`src/clt_pkg.sv`:
```
`default_nettype none

package clt_pkg;

   // Character codes
   localparam logic [7:0] QUOTE_CH = 8'h22;
   localparam logic [7:0] LT_CH    = 8'h3C;
   localparam logic [7:0] GT_CH    = 8'h3E;
   localparam logic [7:0] SPACE_CH = 8'h20;
   localparam logic [7:0] TAB_CH   = 8'h09;
   localparam logic [7:0] CR_CH    = 8'h0D;
   localparam logic [7:0] NUL_CH   = 8'h00;

   // Token roles
   localparam logic [1:0] ROLE_ARG = 2'd0;
   localparam logic [1:0] ROLE_IN  = 2'd1;
   localparam logic [1:0] ROLE_OUT = 2'd2;

   // Pending redirection codes
   localparam logic [1:0] REDIR_NONE   = 2'd0;
   localparam logic [1:0] REDIR_IN     = 2'd1;
   localparam logic [1:0] REDIR_OUT    = 2'd2;
   localparam logic [1:0] REDIR_APPEND = 2'd3;

   // Results one character can cause
   localparam int unsigned MAX_RES = 4;

   typedef struct packed {
      logic [7:0] byte_value;
      logic       has_byte;
      logic [1:0] role;
      logic       token_first;
      logic       token_last;
      logic       append_mode;
      logic       end_of_command;
      logic       error;
   } rsp_item_type;

   typedef struct packed {
      rsp_item_type [MAX_RES-1:0] items;
      logic [2:0]                 count;
   } bundle_type;

   function automatic logic is_space(input logic [7:0] c);
      return (c == SPACE_CH) || ((c >= TAB_CH) && (c <= CR_CH));
   endfunction

   // Append one result; a full bundle drops it
   function automatic bundle_type bundle_push(input bundle_type b, input rsp_item_type it);
      bundle_type r;
      r = b;
      if (b.count != 3'(MAX_RES)) begin
         r.items[b.count[1:0]] = it;
         r.count = b.count + 3'd1;
      end
      return r;
   endfunction

   function automatic rsp_item_type byte_item(input logic [7:0] b, input logic [1:0] role,
                                              input logic first, input logic app);
      rsp_item_type it;
      it = '0;
      it.byte_value  = b;
      it.has_byte    = 1'b1;
      it.role        = role;
      it.token_first = first;
      it.append_mode = app;
      return it;
   endfunction

endpackage

`default_nettype wire

```
`src/command_line_tokenizer.sv`:
```
`default_nettype none

// Command line tokenizer: takes one character per req_ handshake (zero ends the
// line) and emits one result per rsp_ handshake: token bytes with their role,
// first/last marks, file names after <, > and >>, and an end-of-command result.
// A character is accepted every cycle while the two-entry bundle queue between
// the classifying front end and the output stage has room; the output stage
// gives one result per cycle while rsp_ready takes them, so a character that
// causes several results (up to four) keeps the output busy while they drain,
// and the input stalls once the queue fills. A result passes through the queue entry and the output register.
module command_line_tokenizer
   import clt_pkg::*;
(
   input  wire logic       clock,
   input  wire logic       reset,
   input  wire logic       req_valid,
   output logic            req_ready,
   input  wire logic [7:0] req_ch,
   output logic            rsp_valid,
   input  wire logic       rsp_ready,
   output logic [7:0]      rsp_byte_value,
   output logic            rsp_has_byte,
   output logic [1:0]      rsp_role,
   output logic            rsp_token_first,
   output logic            rsp_token_last,
   output logic            rsp_append_mode,
   output logic            rsp_end_of_command,
   output logic            rsp_error
);

   logic         push_valid, push_ready;
   bundle_type   push_bundle;
   logic         head_valid, pop;
   bundle_type   head;
   rsp_item_type rsp_item;

   clt_front u_front (
      .clock       (clock),
      .reset       (reset),
      .req_valid   (req_valid),
      .req_ready   (req_ready),
      .req_ch      (req_ch),
      .push_valid  (push_valid),
      .push_bundle (push_bundle),
      .push_ready  (push_ready)
   );

   clt_queue u_queue (
      .clock       (clock),
      .reset       (reset),
      .push_valid  (push_valid),
      .push_bundle (push_bundle),
      .push_ready  (push_ready),
      .pop         (pop),
      .head_valid  (head_valid),
      .head        (head)
   );

   clt_back u_back (
      .clock      (clock),
      .reset      (reset),
      .head_valid (head_valid),
      .head       (head),
      .pop        (pop),
      .rsp_valid  (rsp_valid),
      .rsp_ready  (rsp_ready),
      .rsp_item   (rsp_item)
   );

   assign rsp_byte_value     = rsp_item.byte_value;
   assign rsp_has_byte       = rsp_item.has_byte;
   assign rsp_role           = rsp_item.role;
   assign rsp_token_first    = rsp_item.token_first;
   assign rsp_token_last     = rsp_item.token_last;
   assign rsp_append_mode    = rsp_item.append_mode;
   assign rsp_end_of_command = rsp_item.end_of_command;
   assign rsp_error          = rsp_item.error;

endmodule

`default_nettype wire

```
`src/clt_front.sv`:
```
`default_nettype none

module clt_front
   import clt_pkg::*;
(
   input  wire logic       clock,
   input  wire logic       reset,
   input  wire logic       req_valid,
   output logic            req_ready,
   input  wire logic [7:0] req_ch,
   output logic            push_valid,
   output bundle_type      push_bundle,
   input  wire logic       push_ready
);

   logic       in_token_ff, in_token_in;
   logic       quote_ff, quote_in;
   logic       lead_ff, lead_in;
   logic [1:0] pending_ff, pending_in;
   logic [7:0] hold0_ff, hold0_in;
   logic [7:0] hold1_ff, hold1_in;
   logic [1:0] hold_cnt_ff, hold_cnt_in;
   logic       not_op_ff, not_op_in;
   logic [7:0] dly_byte_ff, dly_byte_in;
   logic       dly_valid_ff, dly_valid_in;
   logic [1:0] role_ff, role_in;
   logic       first_ff, first_in;

   bundle_type   bnd;
   rsp_item_type mark;
   logic         accept;
   logic         wrote;
   logic         do_cls, do_feed, do_end, do_eoc;
   logic [7:0]   cls_b;
   logic         app;
   logic [1:0]   last_idx;

   assign accept    = req_valid && push_ready;
   assign req_ready = push_ready;

   // Classify the character and build its result bundle
   always_comb begin
      in_token_in  = in_token_ff;
      quote_in     = quote_ff;
      lead_in      = lead_ff;
      pending_in   = pending_ff;
      hold0_in     = hold0_ff;
      hold1_in     = hold1_ff;
      hold_cnt_in  = hold_cnt_ff;
      not_op_in    = not_op_ff;
      dly_byte_in  = dly_byte_ff;
      dly_valid_in = dly_valid_ff;
      role_in      = role_ff;
      first_in     = first_ff;
      bnd          = '0;
      mark         = '0;
      wrote        = 1'b0;
      do_cls       = 1'b0;
      do_feed      = 1'b0;
      do_end       = 1'b0;
      do_eoc       = 1'b0;
      cls_b        = req_ch;
      app          = 1'b0;
      last_idx     = '0;

      // Decide what the character does
      if (req_ch == NUL_CH) begin
         do_end = in_token_ff;
         do_eoc = 1'b1;
      end else if (!in_token_ff) begin
         if (!is_space(req_ch)) begin
            in_token_in  = 1'b1;
            first_in     = 1'b0;
            hold_cnt_in  = '0;
            not_op_in    = 1'b0;
            dly_valid_in = 1'b0;
            role_in      = (pending_ff == REDIR_NONE) ? ROLE_ARG :
                           (pending_ff == REDIR_IN)   ? ROLE_IN  : ROLE_OUT;
            if (req_ch == QUOTE_CH) begin
               lead_in  = 1'b1;
               quote_in = 1'b1;
            end else begin
               lead_in  = 1'b0;
               quote_in = 1'b0;
               do_cls   = 1'b1;
            end
         end
      end else if (req_ch == QUOTE_CH) begin
         quote_in = ~quote_ff;
         do_feed  = 1'b1;
      end else if (!quote_ff && is_space(req_ch)) begin
         do_end = 1'b1;
      end else begin
         do_feed = 1'b1;
      end

      // Delay one byte in a token that opened with a quote
      if (do_feed) begin
         if (lead_ff) begin
            do_cls       = dly_valid_ff;
            cls_b        = dly_byte_ff;
            dly_byte_in  = req_ch;
            dly_valid_in = 1'b1;
         end else begin
            do_cls = 1'b1;
         end
      end

      // Flush the delayed byte at token end unless it is a closing quote
      if (do_end) begin
         if (dly_valid_ff && (dly_byte_ff != QUOTE_CH)) begin
            do_cls = 1'b1;
            cls_b  = dly_byte_ff;
         end
         dly_valid_in = 1'b0;
      end

      // Hold candidate operator bytes, emit everything else
      app = (role_in == ROLE_OUT) && (pending_in == REDIR_APPEND);
      if (do_cls) begin
         if ((role_in != ROLE_ARG) || not_op_in) begin
            bnd      = bundle_push(bnd, byte_item(cls_b, role_in, !first_in, app));
            first_in = 1'b1;
            wrote    = 1'b1;
         end else if (hold_cnt_in == 2'd0) begin
            if ((cls_b == LT_CH) || (cls_b == GT_CH)) begin
               hold0_in    = cls_b;
               hold_cnt_in = 2'd1;
            end else begin
               not_op_in = 1'b1;
               bnd       = bundle_push(bnd, byte_item(cls_b, role_in, !first_in, app));
               first_in  = 1'b1;
               wrote     = 1'b1;
            end
         end else if ((hold_cnt_in == 2'd1) && (hold0_in == GT_CH) && (cls_b == GT_CH)) begin
            hold1_in    = cls_b;
            hold_cnt_in = 2'd2;
         end else begin
            not_op_in = 1'b1;
            bnd       = bundle_push(bnd, byte_item(hold0_in, role_in, !first_in, app));
            first_in  = 1'b1;
            if (hold_cnt_in == 2'd2) begin
               bnd = bundle_push(bnd, byte_item(hold1_in, role_in, 1'b0, app));
            end
            hold_cnt_in = 2'd0;
            bnd         = bundle_push(bnd, byte_item(cls_b, role_in, 1'b0, app));
            wrote       = 1'b1;
         end
      end

      // Close the token: record a redirection or mark the token's last result
      if (do_end) begin
         if ((role_in == ROLE_ARG) && !not_op_in && (hold_cnt_in != 2'd0)) begin
            if (hold_cnt_in == 2'd2) begin
               pending_in = REDIR_APPEND;
            end else begin
               pending_in = (hold0_in == LT_CH) ? REDIR_IN : REDIR_OUT;
            end
         end else begin
            if (wrote) begin
               last_idx = 2'(bnd.count - 3'd1);
               bnd.items[last_idx].token_last = 1'b1;
            end else begin
               mark.role        = role_in;
               mark.token_first = !first_in;
               mark.token_last  = 1'b1;
               mark.append_mode = app;
               bnd = bundle_push(bnd, mark);
            end
            if (role_in != ROLE_ARG) begin
               pending_in = REDIR_NONE;
            end
         end
         in_token_in = 1'b0;
         quote_in    = 1'b0;
         lead_in     = 1'b0;
         hold_cnt_in = 2'd0;
         not_op_in   = 1'b0;
         first_in    = 1'b0;
         role_in     = ROLE_ARG;
      end

      // End of line: report, then return to the idle state
      if (do_eoc) begin
         mark                = '0;
         mark.end_of_command = 1'b1;
         mark.error          = (pending_in != REDIR_NONE);
         bnd                 = bundle_push(bnd, mark);
         in_token_in         = 1'b0;
         quote_in            = 1'b0;
         lead_in             = 1'b0;
         pending_in          = REDIR_NONE;
         hold_cnt_in         = 2'd0;
         not_op_in           = 1'b0;
         dly_valid_in        = 1'b0;
         role_in             = ROLE_ARG;
         first_in            = 1'b0;
      end
   end

   assign push_valid  = accept && (bnd.count != 3'd0);
   assign push_bundle = bnd;

   // Advance tokenizer state on each accepted item
   always_ff @(posedge clock) begin
      if (reset) begin
         in_token_ff  <= 1'b0;
         quote_ff     <= 1'b0;
         lead_ff      <= 1'b0;
         pending_ff   <= REDIR_NONE;
         hold_cnt_ff  <= 2'd0;
         not_op_ff    <= 1'b0;
         dly_valid_ff <= 1'b0;
         role_ff      <= ROLE_ARG;
         first_ff     <= 1'b0;
      end else if (accept) begin
         in_token_ff  <= in_token_in;
         quote_ff     <= quote_in;
         lead_ff      <= lead_in;
         pending_ff   <= pending_in;
         hold_cnt_ff  <= hold_cnt_in;
         not_op_ff    <= not_op_in;
         dly_valid_ff <= dly_valid_in;
         role_ff      <= role_in;
         first_ff     <= first_in;
      end
   end

   // Hold bytes need no reset
   always_ff @(posedge clock) begin
      if (accept) begin
         hold0_ff    <= hold0_in;
         hold1_ff    <= hold1_in;
         dly_byte_ff <= dly_byte_in;
      end
   end

endmodule

`default_nettype wire

```
`src/clt_queue.sv`:
```
`default_nettype none

module clt_queue
   import clt_pkg::*;
(
   input  wire logic clock,
   input  wire logic reset,
   input  wire logic push_valid,
   input  wire bundle_type push_bundle,
   output logic      push_ready,
   input  wire logic pop,
   output logic      head_valid,
   output bundle_type head
);

   bundle_type entry_ff [2];
   logic       wr_ptr_ff, wr_ptr_in;
   logic       rd_ptr_ff, rd_ptr_in;
   logic [1:0] cnt_ff, cnt_in;
   logic       do_push, do_pop;

   assign push_ready = (cnt_ff != 2'd2);
   assign head_valid = (cnt_ff != 2'd0);
   assign head       = entry_ff[rd_ptr_ff];
   assign do_push    = push_valid && push_ready;
   assign do_pop     = pop && head_valid;

   // Advance pointers and fill count
   always_comb begin
      wr_ptr_in = do_push ? ~wr_ptr_ff : wr_ptr_ff;
      rd_ptr_in = do_pop ? ~rd_ptr_ff : rd_ptr_ff;
      cnt_in    = cnt_ff + 2'(do_push) - 2'(do_pop);
   end

   always_ff @(posedge clock) begin
      if (reset) begin
         wr_ptr_ff <= 1'b0;
         rd_ptr_ff <= 1'b0;
         cnt_ff    <= 2'd0;
      end else begin
         wr_ptr_ff <= wr_ptr_in;
         rd_ptr_ff <= rd_ptr_in;
         cnt_ff    <= cnt_in;
      end
   end

   // Store the incoming bundle
   always_ff @(posedge clock) begin
      if (do_push) begin
         entry_ff[wr_ptr_ff] <= push_bundle;
      end
   end

   a_cnt_range: assert property (@(posedge clock) disable iff (reset)
      cnt_ff != 2'd3) else $error("queue fill count out of range");

   a_no_overflow: assert property (@(posedge clock) disable iff (reset)
      push_valid |-> push_ready) else $error("push into full queue");

endmodule

`default_nettype wire

```
`src/clt_back.sv`:
```
`default_nettype none

module clt_back
   import clt_pkg::*;
(
   input  wire logic clock,
   input  wire logic reset,
   input  wire logic head_valid,
   input  wire bundle_type head,
   output logic      pop,
   output logic      rsp_valid,
   input  wire logic rsp_ready,
   output rsp_item_type rsp_item
);

   logic         rsp_valid_ff, rsp_valid_in;
   rsp_item_type rsp_item_ff;
   logic [1:0]   idx_ff, idx_in;
   logic         load;
   logic         last;

   assign load = head_valid && (!rsp_valid_ff || rsp_ready);
   assign last = ((3'(idx_ff) + 3'd1) == head.count);
   assign pop  = load && last;

   // Step through the head bundle one result per cycle while the output is free or taken
   always_comb begin
      idx_in = idx_ff;
      if (load) begin
         idx_in = last ? 2'd0 : idx_ff + 2'd1;
      end
      if (load) begin
         rsp_valid_in = 1'b1;
      end else if (rsp_ready) begin
         rsp_valid_in = 1'b0;
      end else begin
         rsp_valid_in = rsp_valid_ff;
      end
   end

   always_ff @(posedge clock) begin
      if (reset) begin
         rsp_valid_ff <= 1'b0;
         idx_ff       <= 2'd0;
      end else begin
         rsp_valid_ff <= rsp_valid_in;
         idx_ff       <= idx_in;
      end
   end

   // Hold the output item until taken
   always_ff @(posedge clock) begin
      if (load) begin
         rsp_item_ff <= head.items[idx_ff];
      end
   end

   assign rsp_valid = rsp_valid_ff;
   assign rsp_item  = rsp_item_ff;

   a_idx_in_bundle: assert property (@(posedge clock) disable iff (reset)
      head_valid |-> (3'(idx_ff) < head.count)) else $error("result index past bundle");

   a_idx_home: assert property (@(posedge clock) disable iff (reset)
      !head_valid |-> (idx_ff == 2'd0)) else $error("result index left over");

endmodule

`default_nettype wire
```
`config.mk`:
```
export PLATFORM = sky130hd
export DESIGN_NAME = command_line_tokenizer
export DESIGN_NICKNAME = d
export VERILOG_FILES = /design/src/clt_pkg.sv /design/src/command_line_tokenizer.sv /design/src/clt_front.sv /design/src/clt_queue.sv /design/src/clt_back.sv
export SDC_FILE = /design/constraint.sdc
export NUM_CORES = 1
export LEC_CHECK = 0
export ABC_AREA = 1
export BUFFER_PORTS_ARGS = -buffer_cell sky130_fd_sc_hd__buf_4
export CAP_MARGIN = 20
export CORE_MARGIN = 1.5
export CORE_UTILIZATION = 55
export DETAILED_ROUTE_END_ITERATION = 8
export GPL_ROUTABILITY_DRIVEN = 0
export PLACE_DENSITY = 0.82
export SYNTH_ARGS = -nofsm -noshare
export SYNTH_HDL_FRONTEND = slang
export SYNTH_SLANG_ARGS = --single-unit
export TNS_END_PERCENT = 5
```
`constraint.sdc`:
```
create_clock -name clock -period 8.86 [get_ports clock]
set_clock_uncertainty 0.2 [all_clocks]
set_input_delay 1.772 -clock clock [delete_from_list [all_inputs] [get_ports clock]]
set_output_delay 1.772 -clock clock [all_outputs]
set_load 0.01 [all_outputs]
```
==> out/qor.txt, run 1 <==
Nets: 863
maximum VDD drop: 0.142 mV
Worst EP arrival: 6750 ps
most frequent cells in the layout: edfxtp_1 (156), nor2_1 (139), nand2_1 (116)
clock sink count: 176
unrepaired setup endpoints after global routing: false
layout cells sized above 1: 16.1%
Unique masters post-synth: 42
Final Critical Period: 6830 ps
Post-synth EDFFs: 156
initial antenna violation count: 0
I/O Buffers: 29
ys async rst share: 0%
Design Area, Final: 9270 sq um
R2R cell count: 27
final worst path period share: 77.1%
violated checks: design-rule violations
Initial Utilization: 56.8%
Inserted Clock Buffers: 17
Worst Setup End Kind: register
gr ovfl total: 0
Rel. slew slack: 30.5%
Cells after Synth: 810
most common cell after layout, fill and taps aside: edfxtp_1
antenna cells: 0
Cell Rows: 44
Die ar.: 15900 sq um
Seq cells post-synth: 176
width of the die: 126 microns
Fin. Hold Viols: 0
number of global-route vias before repair: 5612
num ports: 30
CTS tree: done
Synth warnings: 0
Hold Crit Depth: 2
Cell Area, Placed: 8710 sq um
initial DRC count: 693
WHS Endpoint: u_front.not_op_ff$_SDFFE_PP0P_
synthesis-to-finish area growth: 11.4%
Root Driver: clkbuf_16
GRT Total Usage: 22.8%
Tot Pwr: 0.00254 W
Worst R2R Setup Slack: 3420 ps
sequential area share after synthesis: 61.1%
Pint: 0.00173 W
first-pass GRT wire length: 28000 microns
Clock transition at path regs: 70 ps
Setup CP Type: in -> reg
run status: complete, but fails checks
sw frac: 31.9%
Worst-Margin Slew: 1040 ps
drt pass-1 iters: 8
worst-path fanout max: 40
WL/cell: 16.7 microns
sequential power share: 45.2%
largest net degree at the start of global routing: 60
slowest cell on the critical path: inv_2
Detailed Route WL: 17200 microns
post-DP HPWL: 11300 microns
ys flop type: edfxtp_1
detailed-route DRC error count: 6
# fillers: 1133
clk_lat worst skew: 440 ps
WP data required: 8780 ps
P_leak: 3.62 nW
total of max-cap violations: 0
hold_sp: u_front.not_op_ff$_SDFFE_PP0P_
syn nets: 835
Syn Std Cell Area: 8320 sq um
Final Max Slew Viols: 0
Setup Viol. Count Final: 0
drt via density: 5.68
worst min-delay path class: reg -> reg
Worst setup SP type: primary input
PD cells: 274 nW/um^2
sw power: 0.000810 W
Die Span Y: 126 microns
setup TNS: 0 ps
Routed Antenna Nets: 0
via count: 5875
core box area: 14600 sq um
f_max: 146 MHz
clock network power share: 28.2%
Post-CTS Hold Fix Bufs: 0
R2R Path End: u_queue.entry_ff[1][54]$_DFFE_PP_
setup bufs post-CTS: 0
Combinational Power Share: 26.6%
Longest Clk Path Bufs: 2
worst r2r src: u_front.dly_byte_ff[4]$_DFFE_PP_
CTS-repair resized insts: 0
htree depth: 4
largest stage delay on the critical path: 630 ps
Mean Syn Cell Area: 10.3 sq um
how the worst max path moves through the flow:
stage	start	endpoint	slack, ps
2_1_floorplan	req_ch[7]	u_queue.entry_ff[0][0]$_DFFE_PP_	730
3_3_place_gp	req_ch[7]	u_queue.entry_ff[1][42]$_DFFE_PP_	1790
3_5_place_dp	req_ch[7]	u_queue.entry_ff[1][42]$_DFFE_PP_	1560
4_1_cts	req_ch[7]	u_queue.entry_ff[1][22]$_DFFE_PP_	1990
5_1_grt	req_ch[7]	u_queue.entry_ff[1][51]$_DFFE_PP_	1510
6_report	req_ch[7]	u_queue.entry_ff[1][54]$_DFFE_PP_	2030
metal layers:
metal  global-route usage [%]  vias up  part of all wire, %
li1                         -     2824                    -
met1                     30.6     2769                   43
met2                     36.7      248                   48
met3                     4.67       34                  7.3
met4                     9.33        0                  1.7
met5                        0        -                    0
sequential cells by signal, summed over array words and instances, names as in the netlist, 2 cells and up, named ones only:
name,flops
u_front.pending_ff,2
u_queue.entry_ff,116
u_back.idx_ff,2
u_back.rsp_item,16
u_front.role_ff,2
u_front.hold1_ff,8
u_front.hold_cnt_ff,2
u_queue.cnt_ff,2
u_front.dly_byte_ff,8
u_front.hold0_ff,8
power groups by stage:
stage / Sequential, W / Combinational (W) / Clock, W
6_report: 0.00115 / 0.000674 / 0.000716
5_1_grt: 0.00116 / 0.000756 / 0.000752
4_1_cts: 0.00115 / 0.000675 / 0.000718
3_5_place_dp: 0.00116 / 0.000672 / 0
3_3_place_gp: 0.00116 / 0.000654 / 0
2_1_floorplan: 0.00119 / 0.000422 / 0
final cells by class:
cell class | count | area, sq um | share of cell area [%]
timing repair buffer | 35 | 263 | 2.84
tap | 184 | 230 | 2.48
clock inverter | 13 | 120 | 1.30
inverter | 91 | 347 | 3.74
clock buffer | 19 | 433 | 4.67
sequential | 176 | 5080 | 54.9
multi-input combinational | 517 | 2790 | 30.1
critical path: cells and delay by family:
kind                       cells  cell delay [ps]
adders and majority gates      2              580
AOI/OAI and AO/OA              1              360
and+or+nand+nor               22             2520
buffers and inverters          7             1480
synthesized netlist by cell type (all sizes together), types with 6 or more instances:
cell type | instances | share of area (%)
a211oi | 9 | 1.3
a21oi | 19 | 1.1
buf | 6 | 0.38
clkbuf | 20 | 0.90
dfxtp | 20 | 4.8
edfxtp | 156 | 56
ha | 13 | 2.0
inv | 90 | 4.1
nand2 | 145 | 7.9
nand3 | 35 | 3.1
nand4 | 9 | 0.86
nor2 | 153 | 7.9
nor3 | 7 | 0.42
nor4 | 6 | 0.45
o21ai | 76 | 4.6
o22ai | 24 | 1.8
stage by stage:
stage	instances	hold slack, ps	utilization, %	setup slack [ps]
after floorplan	810	243	-	729
after global placement	1003	254	59.5	1790
after detailed placement	1003	257	59.5	1560
after CTS	1035	267	63.3	1990
after global routing	1035	296	63.3	1510
final	1035	266	63.3	2030
kinds of logic after synthesis:
logic type | Yosys count | share of synthesized area (%)
AND/OR/NAND/NOR | 357 | 20.8
flip-flops | 176 | 61.1
AO/OA/AOI/OAI | 141 | 10.0
buffers and inverters | 117 | 5.45
adder cells (fa/ha/maj) | 13 | 1.96
XOR/XNOR | 5 | 0.527
multiplexers | 1 | 0.120
No activity file was read; power rests on OpenSTA's default activity.
==> run 2, diff against run 1 <==
--- a/config.mk
+++ b/config.mk
@@ -12,7 +12,7 @@
 export CORE_UTILIZATION = 55
 export DETAILED_ROUTE_END_ITERATION = 8
 export GPL_ROUTABILITY_DRIVEN = 0
-export PLACE_DENSITY = 0.82
+export PLACE_DENSITY = 0.85
 export SYNTH_ARGS = -nofsm -noshare
 export SYNTH_HDL_FRONTEND = slang
 export SYNTH_SLANG_ARGS = --single-unit
==> constraint.sdc (replaced) <==
create_clock -name clock -period 5.7 [get_ports clock]
set_clock_uncertainty 0.2 [all_clocks]
set_input_delay 1.14 -clock clock [delete_from_list [all_inputs] [get_ports clock]]
set_output_delay 1.14 -clock clock [all_outputs]
set_load 0.01 [all_outputs]
==> out/qor.txt, run 2 (synthesis results as in run 1) <==
worst min-delay path class: reg -> reg
Worst setup SP type: primary input
Final Critical Period: 5260 ps
Setup CP Type: in -> reg
WL/cell: 16.8 microns (+1.1%)
Cell Rows: 44 (unchanged)
core box area: 14600 sq um (unchanged)
synthesis-to-finish area growth: 13.1%
layout cells sized above 1: 18.4% (+2.3 points)
slowest cell on the critical path: ha_1
CTS tree: done
run status: finished clean
number of global-route vias before repair: 5712 (+1.8%)
Fin. Hold Viols: 0 (unchanged)
Die ar.: 15900 sq um (unchanged)
WHS Endpoint: u_front.pending_ff[1]$_SDFFE_PP0P_
first-pass GRT wire length: 28100 microns (+0.20%)
Post-CTS Hold Fix Bufs: 0 (unchanged)
fin util: 64.3% (+0.97 points)
hold_sp: u_front.pending_ff[1]$_SDFFE_PP0P_
Root Driver: clkbuf_16
Clock transition at path regs: 60 ps (about the same)
Inserted Clock Buffers: 17 (unchanged)
Hold Crit Depth: 2 (unchanged)
worst-path fanout max: 22 (-45%)
via count: 5968 (+1.6%)
R2R cell count: 27 (unchanged)
maximum VDD drop: 0.212 mV (+49%)
PD cells: 423 nW/um^2 (+55%)
Worst R2R Setup Slack: 1240 ps (-2180 ps)
f_max: 190 MHz
unrepaired setup endpoints after global routing: false
detailed-route DRC error count: 0 (-6)
post-DP HPWL: 11800 microns (+4.6%)
I/O Buffers: 29 (unchanged)
Final Max Slew Viols: 0 (unchanged)
setup TNS: 0 ps (unchanged)
Detailed Route WL: 17500 microns (+1.8%)
Reg with most FFs: u_queue.entry_ff
initial DRC count: 635 (-8.4%)
GRT Total Usage: 22.8% (about the same)
drt pass-1 iters: 7 (-1)
Worst Setup End Kind: register
most common cell after layout, fill and taps aside: edfxtp_1
Rel. slew slack: 32.5% (+2.0 points)
WP data required: 5630 ps (-3150 ps)
Nets: 871 (+0.93%)
drt via density: 5.73 (+0.90%)
Initial Utilization: 56.8% (unchanged)
Routed Antenna Nets: 0 (unchanged)
Die Span Y: 126 microns (unchanged)
total of max-cap violations: 0 (unchanged)
gr ovfl total: 0 (unchanged)
max FFs per register: 116 (unchanged)
num ports: 30 (unchanged)
clock sink count: 176 (unchanged)
P_leak: 3.67 nW (+1.4%)
R2R Path End: u_queue.entry_ff[0][46]$_DFFE_PP_
antenna cells: 0 (unchanged)
Worst EP arrival: 5190 ps (-1560 ps)
largest stage delay on the critical path: 280 ps (-350 ps)
width of the die: 126 microns (unchanged)
Setup Viol. Count Final: 0 (unchanged)
largest net degree at the start of global routing: 60 (unchanged)
WHS: 265 ps (-1.22 ps)
clk_lat worst skew: 430 ps (about the same)
worst r2r src: u_front.dly_byte_ff[5]$_DFFE_PP_
CTS-repair resized insts: 0 (unchanged)
CP dominant cell by count: nand2_2
Worst-Margin Slew: 1010 ps (-30.6 ps)
most frequent cells in the layout: edfxtp_1 (156), nor2_1 (138), nand2_1 (107)
htree depth: 4 (unchanged)
setup bufs post-CTS: 0 (unchanged)
Longest Clk Path Bufs: 2 (unchanged)
final worst path period share: 92.2%
initial antenna violation count: 0 (unchanged)
## run 2: cell count changes in the layout (fill, tap and decap cells not counted), moves of 2 or more
cell and delta:
nand2_1 -9, nand2_2 +9, buf_4 +5, buf_12 +3
inv_1 -2
## run 2: worst max path at each step
| stage | start | endpoint | slack, ps |
|---|---|---|---|
| floorplan | req_ch[4] | u_queue.entry_ff[0][0]$_DFFE_PP_ | 40 |
| global route | req_ch[4] | u_queue.cnt_ff[1]$_SDFF_PP0_ | 80 |
| finish | req_ch[4] | u_queue.entry_ff[0][46]$_DFFE_PP_ | 440 |
| CTS | req_ch[4] | u_queue.entry_ff[0][14]$_DFFE_PP_ | 470 |
| global placement | req_ch[4] | u_queue.entry_ff[0][31]$_DFFE_PP_ | 180 |
| detailed placement | req_ch[4] | u_queue.entry_ff[0][49]$_DFFE_PP_ | 40 |
## run 2: layout make-up
class | count | area (sq um)
flip-flops and latches | 176 | 5080
inverters | 91 | 350
clock buffers | 18 | 429
multi-input cells | 517 | 2830
fillers | 1120 | 5230
well taps | 184 | 230
clock inverters | 13 | 121
repair buffers | 43 | 360
## run 2: power breakdown
part           internal [W]  total [W]  switching (W)
clock network      0.000635    0.00110       0.000466
registers           0.00171    0.00178      0.0000683
logic              0.000359    0.00110       0.000740
## run 2: worst max-delay path, delay by kind of cell
kind | cells | cell delay [ps]
AND/OR/NAND/NOR | 22 | 2600
AO/OA/AOI/OAI | 1 | 220
buffers and inverters | 7 | 650
adder cells (fa/ha/maj) | 2 | 550
## run 2: per-stage QoR
step / setup slack, ps / total power, W / instance area (sq um) / instances
global placement: 183 / 0.00285 / 8860 / 1011
global route: 77.8 / 0.00418 / 9410 / 1042
floorplan: 36.5 / 0.00250 / 8370 / 810
finish: 444 / 0.00398 / 9410 / 1042
CTS: 466 / 0.00399 / 9410 / 1042
detailed placement: 36.3 / 0.00289 / 8860 / 1011
## run 2: layer usage
| layer | track usage [%] | vias up | share of wire [%] |
|---|---|---|---|
| met3 | 3.57 | 39 | 5.9 |
| met2 | 37.1 | 242 | 48 |
| li1 | - | 2846 | - |
| met1 | 30.8 | 2841 | 43 |
| met4 | 9.80 | 0 | 2.6 |
| met5 | 0 | - | 0 |
==> run 3, diff against run 2 <==
--- a/config.mk
+++ b/config.mk
@@ -6,13 +6,14 @@
 export NUM_CORES = 1
 export LEC_CHECK = 0
 export ABC_AREA = 1
-export BUFFER_PORTS_ARGS = -buffer_cell sky130_fd_sc_hd__buf_4
+export BUFFER_PORTS_ARGS = -buffer_cell sky130_fd_sc_hd__buf_2
 export CAP_MARGIN = 20
 export CORE_MARGIN = 1.5
 export CORE_UTILIZATION = 55
 export DETAILED_ROUTE_END_ITERATION = 8
 export GPL_ROUTABILITY_DRIVEN = 0
 export PLACE_DENSITY = 0.85
+export SKIP_CTS_REPAIR_TIMING = 1
 export SYNTH_ARGS = -nofsm -noshare
 export SYNTH_HDL_FRONTEND = slang
 export SYNTH_SLANG_ARGS = --single-unit
==> out/qor.txt, run 3 (synthesis results as in run 1) <==
run status: finished clean
unrepaired setup endpoints after global routing: false
R2R cell count: 27 (unchanged)
Setup CP Type: in -> reg
total of max-cap violations: 0 (unchanged)
Die Span Y: 126 microns (unchanged)
pre-CTS WS: 11.8 ps (-24.5 ps)
final worst path period share: 92.6% (+0.42 points)
Pint: 0.00270 W (-0.13%)
Setup Viol. Count Final: 0 (unchanged)
Reg with most FFs: u_queue.entry_ff
width of the die: 126 microns (unchanged)
final worst-path setup slack: 420 ps (-23.7 ps)
drt via density: 5.62 (-1.9%)
Worst Setup End Kind: register
Routed Antenna Nets: 0 (unchanged)
P_leak: 3.66 nW (-0.30%)
Non-Filler Instances: 1041 (-0.096%)
Initial Utilization: 56.8% (unchanged)
worst r2r src: u_front.dly_byte_ff[5]$_DFFE_PP_
WL/cell: 16.6 microns (-1.4%)
Inserted Clock Buffers: 17 (unchanged)
Rel. slew slack: 36.1% (+3.6 points)
PD cells: 425 nW/um^2 (+0.32%)
detailed-route DRC error count: 0 (unchanged)
sequential power share: 44.7% (about the same)
Die ar.: 15900 sq um (unchanged)
htree depth: 4 (unchanged)
Detailed Route WL: 17300 microns (-1.5%)
drt pass-1 iters: 7 (unchanged)
slowest cell on the critical path: ha_1
Root Driver: clkbuf_16
largest net degree at the start of global routing: 60 (unchanged)
Worst setup SP type: primary input
layout cells sized above 1: 18.8% (+0.37 points)
DP Cell Count: 1009 (-0.20%)
Cell Rows: 44 (unchanged)
clock network power share: 29.0% (+1.4 points)
CP dominant cell by count: nand2_2
WP data required: 5610 ps (-20 ps)
Worst EP arrival: 5190 ps (about the same)
clk_lat worst skew: 430 ps (about the same)
post-DP HPWL: 11600 microns (-2.0%)
via count: 5850 (-2.0%)
Tot Pwr: 0.00397 W (-0.22%)
Fin. Hold Viols: 0 (unchanged)
Hold Crit Depth: 2 (unchanged)
fin util: 63.9% (-0.35 points)
max FFs per register: 116 (unchanged)
gr ovfl total: 0 (unchanged)
core box area: 14600 sq um (unchanged)
sw power: 0.00127 W (-0.43%)
most frequent cells in the layout: edfxtp_1 (156), nor2_1 (138), nand2_1 (107)
Final Max Slew Viols: 0 (unchanged)
Worst R2R Setup Slack: 1180 ps (-60 ps)
hold_sp: u_front.first_ff$_SDFFE_PP0P_
Longest Clk Path Bufs: 2 (unchanged)
largest stage delay on the critical path: 290 ps (about the same)
Combinational Power Share: 26.3% (-1.3 points)
initial antenna violation count: 0 (unchanged)
Nets: 869 (-0.23%)
clock sink count: 176 (unchanged)
worst-path fanout max: 40 (+82%)
synthesis-to-finish area growth: 12.5%
num ports: 30 (unchanged)
CTS tree: done
antenna cells: 0 (unchanged)
R2R Path End: u_queue.entry_ff[0][17]$_DFFE_PP_
first-pass GRT wire length: 28300 microns (+0.83%)
setup TNS: 0 ps (unchanged)
most common cell after layout, fill and taps aside: edfxtp_1
maximum VDD drop: 0.316 mV (+49%)
f_max: 189 MHz (-0.45%)
number of global-route vias before repair: 5683 (-0.51%)
I/O Buffers: 29 (unchanged)
sw frac: 31.9% (-0.065 points)
initial DRC count: 734 (+16%)
Worst-Margin Slew: 954 ps (-53.7 ps)
WHS Endpoint: u_front.first_ff$_SDFFE_PP0P_
Final Critical Period: 5280 ps (+23.7 ps)
GRT Total Usage: 23.1% (+0.23 points)
Clock transition at path regs: 60 ps (about the same)
worst min-delay path class: reg -> reg
## run 3: changes by cell type in the layout (fill, tap and decap cells not counted), moves of 2 or more
cell / before / now
buf_4: 40 / 9
buf_2: 0 / 29
clkinv_1: 6 / 1
inv_6: 1 / 4
clkbuf_8: 0 / 2
## run 3: metal layers
layer	GRT usage [%]	up-vias	part of all wire [%]
li1	-	2838	-
met1	31.7	2761	44
met2	35.8	224	47
met3	4.63	27	6.9
met4	10.4	0	1.8
met5	0	-	0
## run 3: power groups by stage
stage          logic, W  registers (W)  clock network (W)
6_report        0.00104        0.00178            0.00115
5_1_grt         0.00117        0.00179            0.00122
4_1_cts         0.00105        0.00178            0.00117
3_5_place_dp    0.00104        0.00180                  0
3_3_place_gp    0.00101        0.00180                  0
2_1_floorplan  0.000665        0.00184                  0
## run 3: area by class of cell
class	count	area, sq um
Timing Repair Buffer	41	273
Multi-Input combinational cell	517	2830
Fill cell	1108	5290
Sequential cell	176	5080
Clock inverter	11	126
Inverter	91	350
Clock buffer	21	460
Tap cell	184	230
## run 3: worst max-delay path, delay by kind of cell
kind | cells | cell delay (ps)
AO/OA/AOI/OAI | 1 | 220
adder cells (fa/ha/maj) | 2 | 560
buffers and inverters | 7 | 670
AND/OR/NAND/NOR | 22 | 2560
## run 3: worst max-delay path by stage
| stage | to | depth (start not counted) | slack [ps] | startpoint |
|---|---|---|---|---|
| CTS | u_queue.entry_ff[0][14]$_DFFE_PP_ | 32 | 450 | req_ch[4] |
| floorplan | u_queue.entry_ff[0][0]$_DFFE_PP_ | 30 | 40 | req_ch[4] |
| detailed placement | u_queue.entry_ff[0][46]$_DFFE_PP_ | 32 | 10 | req_ch[4] |
| finish | u_queue.entry_ff[0][17]$_DFFE_PP_ | 32 | 420 | req_ch[4] |
| global route | u_queue.entry_ff[0][33]$_DFFE_PP_ | 32 | 60 | req_ch[4] |
| global placement | u_queue.entry_ff[0][46]$_DFFE_PP_ | 32 | 180 | req_ch[4] |
## run 3: metrics by stage
step | cell area [sq um] | hold slack [ps]
after floorplan | 8370 | 243
after global placement | 8770 | 253
after detailed placement | 8770 | 255
after CTS | 9360 | 265
after global routing | 9360 | 278
final | 9360 | 268
